$ cat config.mk
export PLATFORM = sky130hd
export DESIGN_NAME = pmcrt_cell
export DESIGN_NICKNAME = d
export VERILOG_FILES = /design/src/rtl/pmcrt_pkg.sv /design/src/rtl/pmcrt_cell.sv
export SDC_FILE = /design/constraint.sdc
export NUM_CORES = 1
export LEC_CHECK = 0
export CORE_MARGIN = 5
export CORE_UTILIZATION = 30
export CTS_CLUSTER_SIZE = 25
export DETAILED_ROUTE_END_ITERATION = 10
export DONT_BUFFER_PORTS = 1
export PLACE_DENSITY = 0.51
export SYNTH_ARGS = -nofsm -noshare
export SYNTH_HDL_FRONTEND = slang
export SYNTH_SLANG_ARGS = --single-unit
$ cat constraint.sdc
create_clock -name clk -period 16.9 [get_ports clk]
set_clock_uncertainty 0.2 [all_clocks]
set_input_delay 2.535 -clock clk [delete_from_list [all_inputs] [get_ports clk]]
set_output_delay 2.535 -clock clk [all_outputs]
set_load 0.1 [all_outputs]
$ cat src/rtl/pmcrt_pkg.sv
package pmcrt_pkg;

  localparam int DEFAULT_TABLE_DEPTH = 64;
  localparam int IF_W = 32;
  localparam int STATUS_W = 3;

  localparam logic [IF_W-1:0] NOT_GIVEN = '1;

  localparam logic [STATUS_W-1:0] ST_OK       = 3'd0;
  localparam logic [STATUS_W-1:0] ST_DUP      = 3'd1;
  localparam logic [STATUS_W-1:0] ST_NOTFOUND = 3'd2;
  localparam logic [STATUS_W-1:0] ST_BADARG   = 3'd3;
  localparam logic [STATUS_W-1:0] ST_FULL     = 3'd4;

  typedef enum logic [1:0] {
    OP_LOOKUP = 2'd0,
    OP_ADD    = 2'd1,
    OP_DEL    = 2'd2,
    OP_CLEAR  = 2'd3
  } op_t;

  typedef struct packed {
    op_t             op;
    logic [IF_W-1:0] ingress_if;
    logic [IF_W-1:0] egress_if;
    logic [IF_W-1:0] context_if;
  } item_t;

  typedef struct packed {
    logic [IF_W-1:0]     rx_if_out;
    logic                hit;
    logic [STATUS_W-1:0] status;
    logic                egress_attached;
    logic [IF_W-1:0]     rewrite_count;
    logic [IF_W-1:0]     pass_count;
  } result_t;

  // What travels down the row of cells, gathering what each slot knows.
  typedef struct packed {
    logic            valid;
    op_t             op;
    logic [IF_W-1:0] ingress_if;
    logic [IF_W-1:0] egress_if;
    logic [IF_W-1:0] context_if;
    logic [IF_W-1:0] rx;
    logic            hit;
    logic            egr_used;
    logic            egr_other;
    logic            free_found;
  } token_t;

  typedef struct packed {
    logic            en;
    logic [IF_W-1:0] ingress_if;
    logic [IF_W-1:0] egress_if;
    logic [IF_W-1:0] context_if;
  } slot_wr_t;

endpackage

$ cat src/rtl/pmcrt_cell.sv
module pmcrt_cell
  import pmcrt_pkg::*;
#(
  parameter int IDX_W = 6,
  parameter int INDEX = 0
) (
  input  logic             clk,
  input  logic             rst,
  input  token_t           tok_in,
  input  logic [IDX_W-1:0] idx_in,
  output token_t           tok_out,
  output logic [IDX_W-1:0] idx_out,
  input  slot_wr_t         wr,
  input  logic [IDX_W-1:0] wr_idx
);

  localparam logic [IDX_W-1:0] OWN_IDX = IDX_W'(INDEX);

  logic            valid;
  logic [IF_W-1:0] slot_ing;
  logic [IF_W-1:0] slot_egr;
  logic [IF_W-1:0] slot_ctx;

  logic             match_pair;
  logic             match_egr;
  logic             del_hit;
  logic             wr_here;
  token_t           tok_next;
  logic [IDX_W-1:0] idx_next;

  assign match_egr  = valid && (slot_egr == tok_in.egress_if);
  assign match_pair = match_egr && (slot_ing == tok_in.ingress_if);
  assign del_hit    = tok_in.valid && (tok_in.op == OP_DEL) && match_pair &&
                      (tok_in.ingress_if != NOT_GIVEN) && (tok_in.egress_if != NOT_GIVEN);
  assign wr_here    = wr.en && (wr_idx == OWN_IDX);

  always_comb begin
    tok_next = tok_in;
    idx_next = idx_in;
    if (match_pair) begin
      tok_next.hit = 1'b1;
      tok_next.rx  = slot_ctx;
    end
    if (match_egr) begin
      tok_next.egr_used = 1'b1;
    end
    if (match_egr && !match_pair) begin
      tok_next.egr_other = 1'b1;
    end
    if (!valid && !tok_in.free_found) begin
      tok_next.free_found = 1'b1;
      idx_next            = OWN_IDX;
    end
  end

  always_ff @(posedge clk) begin
    if (rst) begin
      valid   <= 1'b0;
      tok_out <= '0;
    end else begin
      tok_out <= tok_next;
      if (tok_in.valid && (tok_in.op == OP_CLEAR)) begin
        valid <= 1'b0;
      end else if (del_hit) begin
        valid <= 1'b0;
      end else if (wr_here) begin
        valid <= 1'b1;
      end
    end
  end

  always_ff @(posedge clk) begin
    idx_out <= idx_next;
    if (wr_here) begin
      slot_ing <= wr.ingress_if;
      slot_egr <= wr.egress_if;
      slot_ctx <= wr.context_if;
    end
  end

endmodule

Yosys cells after proc, flatten, opt, wreduce, memory -nomap -nowiden
Index checks and enable logic that the tools add are counted.
Storage, ports and cells
  register bits after elaboration: 238
  output and inout port bits: 141
  word-level logic and storage cells: 40
Operators by class
  equal/unequal tests: 6
  mux-type cells: 4
  reduce and logical (&&, ||, !) cells: 15
Operators by type and width (count)
  $eq 32x32->1: 2
  $ne 32x32->1 const B: 2
  $mux 33: 1
  $logic_and 1x1->1: 10
  $logic_not 6->1: 1
  $eq 2x2->1 const B: 2
  $logic_not 1->1: 3
  $mux 1: 3
  $reduce_or 3->1: 1

Depth between registers and ports, before layout
  depth in word-level cells: 7
  depth in mapped cells: 7
  gate-level depth less buffers: 6

Worst setup path before layout
Ideal clock, no wire load.
  kind: input port to flip-flop
  start: in wr_idx[2]
  end: reg slot_ctx[0] (enable)
  arrival: 12184 ps
  setup slack: 3716 ps
  cell stages on the path: 2
  path through: or4b_1 nor4_1
Between the ends
  longest elaborated chain between the ends: 2
Ends and longest elaborated chain
  start: declaration: RTL line pmcrt_cell.sv:14  | input logic [IDX_W-1:0] wr_idx
  $logic_not 6->1: RTL line pmcrt_cell.sv:35  | assign wr_here = wr.en && (wr_idx == OWN_IDX);
  $logic_and 1x1->1: RTL line pmcrt_cell.sv:35
  via wr_here: RTL line pmcrt_cell.sv:27  | logic wr_here;
  end signal: assignment: RTL line pmcrt_cell.sv:77  | slot_ctx <= wr.context_if;
  end: declaration: RTL line pmcrt_cell.sv:22  | logic [IF_W-1:0] slot_ctx;
The timed path passes the listed nets, and every way through them passes these cells.
A chain may end at the register's enable or synchronous reset.

Final worst setup path
  start: in wr_idx[2]
  end: reg slot_egr[24] (enable)
Between the ends
  longest elaborated chain between the ends: 2
Ends and longest elaborated chain
  $logic_not 6->1: RTL line pmcrt_cell.sv:35
  $logic_and 1x1->1: RTL line pmcrt_cell.sv:35
  via wr_here: RTL line pmcrt_cell.sv:27
  end signal: assignment: RTL line pmcrt_cell.sv:76  | slot_egr <= wr.egress_if;
  end: declaration: RTL line pmcrt_cell.sv:21  | logic [IF_W-1:0] slot_egr;
The timed path passes the listed nets, and every way through them passes these cells.

==> flow_metrics.py <==
metrics = {
    "timing": {
        "rsz0062_at_grt": "false",
        "clock.fmax_mhz": 219,
        "max_slew_margin_pct": 32.3,
        "fin_crit_ps": 4560,
        "final-hold-violation-count": 0,
        "setup_violations": 0,
        "finalMaxSlewViolations": 0,
        "tightest_slew_ps": 1010,
        "finalSetupTns_ps": 0,
        "layout_worst_path_cycle_share_pct": 27.0,
        "setup_slack_ps": 12340,
    },
    "die": {
        "dieHeight_um": 175,
        "die-width_um": 175,
        "start_util_pct": 30.4,
        "rows": 60,
        "design.core.area_um2": 27000,
        "die_area_um2": 30700,
        "ios": 387,
    },
    "global_route": {
        "grt_max_degree": 169,
        "gr-total-overflow": 0,
        "busiest_layer": "met2",
        "antenna_found_initial": 1,
        "grt_pass1_wl_um": 30400,
        "use_met3_pct": 6.26,
        "grtUsageTotal_pct": 12.9,
        "grt_pass1_vias": 4629,
        "grt_use_met1_pct": 13.6,
        "grt_use_met2_pct": 22.9,
    },
    "clock_tree": {
        "cts.htree.levels": 1,
        "cts_tree": "done",
        "cts_buffers": 25,
        "clk_pin_slew_worst_paths_ps": 60,
        "cts-resized-gates": 0,
        "clockBufferDepth": 3,
        "clock-root-buffer": "clkbuf_16",
        "clk_latency_ps": 510,
        "post_cts_buffers": 0,
        "ctsHoldBuffers": 0,
        "cts.sinks": 238,
    },
    "status": {
        "outcome": "completed",
    },
    "critical_path": {
        "cp_slowest_stage_delay_ps": 710,
        "crit_arrival_ps": 4490,
        "rrSetupSlack_ps": 14340,
        "cp_slowest_cell": "buf_4",
        "crit_path_end_kind": "flop",
        "path_buf_inv": 2,
        "crit_path_start_kind": "input pin",
        "critical_path_peak_fanout": 61,
        "crit_chain": "or4b_1 -> nor4_2 -> buf_4 -> buf_4",
        "crit_type": "in -> reg",
        "cp_common_cell": "buf_4",
        "required_ps": 16830,
        "crit_family": "buffers and inverters",
    },
    "routing": {
        "firstDrtPassIters": 4,
        "vias": 4298,
        "ant_nets": 0,
        "avgRoutedWirePerCell_um": 22.1,
        "vias_per_cell": 4.51,
        "wl_um": 21100,
        "drc": 0,
        "drt_iter0_markers": 180,
    },
    "yosys": {
        "avgSynthCellArea_um2": 14.0,
        "synth_seq_cells": 238,
        "synth_nets": 833,
        "synth_largest_area_cell": "edfxtp_1",
        "synthesis.area_um2": 8200,
        "yosysWarnings": 0,
        "ys_top_cells_by_area": "edfxtp_1 35%, dfxtp_1 35%, nor2b_1 8.0%",
        "ys_types": 25,
        "ys_seq_area_share_pct": 69.9,
        "netlist.area_leader.share_pct": 35.2,
        "syn_inst": 587,
    },
    "power_and_ir_drop": {
        "p_leak_nw": 3.13,
        "powerDensity_nw_per_um2": 140,
        "total_power_w": 0.00131,
        "peakVddDrop_mv": 0.0881,
    },
    "cells_and_area": {
        "final_cell_mix": "142 x dfxtp_1, 105 x nor2b_1, 96 x edfxtp_1",
        "layout.cells.non_filler": 954,
        "diodes": 0,
        "drive_above_1_share_pct": 7.67,
        "multi_input_area_um2": 2330,
        "layout_commonest_cell": "dfxtp_1",
        "register_area_um2": 5730,
        "final_nets": 841,
        "fillers": 2587,
        "area_growth_pct": 13.7,
    },
    "hold_path": {
        "hold_path_class": "reg -> reg",
    },
    "placement": {
        "dp.cells": 909,
        "numPortBuffers": 0,
        "routabilityCongestion": 0.777,
        "dp_slack_ps": 11800,
        "hpwl_um": 16200,
    },
    "job": {
        "drv_cap": 0,
    },
}
-- sequential cells by signal, indices dropped and copies added (netlist names) --
signal	flops
tok_out	135
slot_ctx	32
idx_out	6
slot_egr	32
valid	1
slot_ing	32
-- through the flow --
stage                     hold WS (ps)  cell area, um^2  utilization, %
final                              320             9320            34.6
after global routing               352             9320            34.6
after CTS                          327             9320            34.6
after detailed placement           308             8520            31.6
after global placement             298             8520            31.6
after floorplan                    245             8200               -
-- synth_stat cells --
cell type,number
edfxtp_1,96
a211o_1,1
o21ba_1,1
nor2b_1,105
nand2_1,4
or4b_1,1
nand4_1,30
a21oi_1,5
a31oi_1,1
nor4_1,7
nor2_8,1
nand3_2,1
clkbuf_1,18
o21ai_1,2
buf_12,3
nor4_2,1
inv_1,4
nor3_2,1
nand3_1,1
xnor2_1,63
a2111oi_2,1
nand2b_1,65
mux2i_1,32
dfxtp_1,142
nor2_1,1
-- power breakdown --
part | switching (W) | internal, W | total (W)
Combinational | 0.0000101 | 0.0000184 | 0.0000285
Clock | 0.000211 | 0.000313 | 0.000524
Sequential | 0.000140 | 0.000617 | 0.000756
-- final timing paths --
check / start / to / cells after the start
worst max-delay path: wr_idx[2] / slot_egr[24] / 4
worst min-delay path: slot_ctx[29] / tok_out[33] / 2
worst max register to register: slot_ing[2] / tok_out[18] / 6
worst min register to register: slot_ctx[29] / tok_out[33] / 2
-- metal layers --
| layer | vias to the layer above | wire, um | share of wire [%] |
|---|---|---|---|
| met5 | - | 13 | 0.062 |
| met4 | 2 | 480 | 2.3 |
| met3 | 36 | 2400 | 11 |
| met2 | 231 | 10900 | 52 |
| met1 | 2029 | 7320 | 35 |
| li1 | 2000 | - | - |
-- cell type report --
cell class	count	share of cell area [%]
clock buffer	36	7.80
timing repair buffer	2	0.161
multi-input combinational	324	25.1
inverter	4	0.161
sequential	238	61.4
clock inverter	9	0.792
tap	341	4.58
-- logic make-up (layout without fill, tap and decap cells) --
logic type,count (synthesis),count (layout),share of synthesized area [%]
flip-flops,238,238,69.9
buffers and inverters,25,51,1.74
AO/OA/AOI/OAI,11,11,0.916
XOR/XNOR,63,63,6.73
multiplexers,32,32,3.91
AND/OR/NAND/NOR,218,218,16.9
-- tightest hold or removal path: cells and delay by family, from the launching register on --
| family | cells | cell delay (ps) |
|---|---|---|
| flip-flops | 1 | 320 |
| multiplexers | 1 | 110 |
| AND/OR/NAND/NOR | 1 | 50 |
Power figures use the tool's default switching activity.
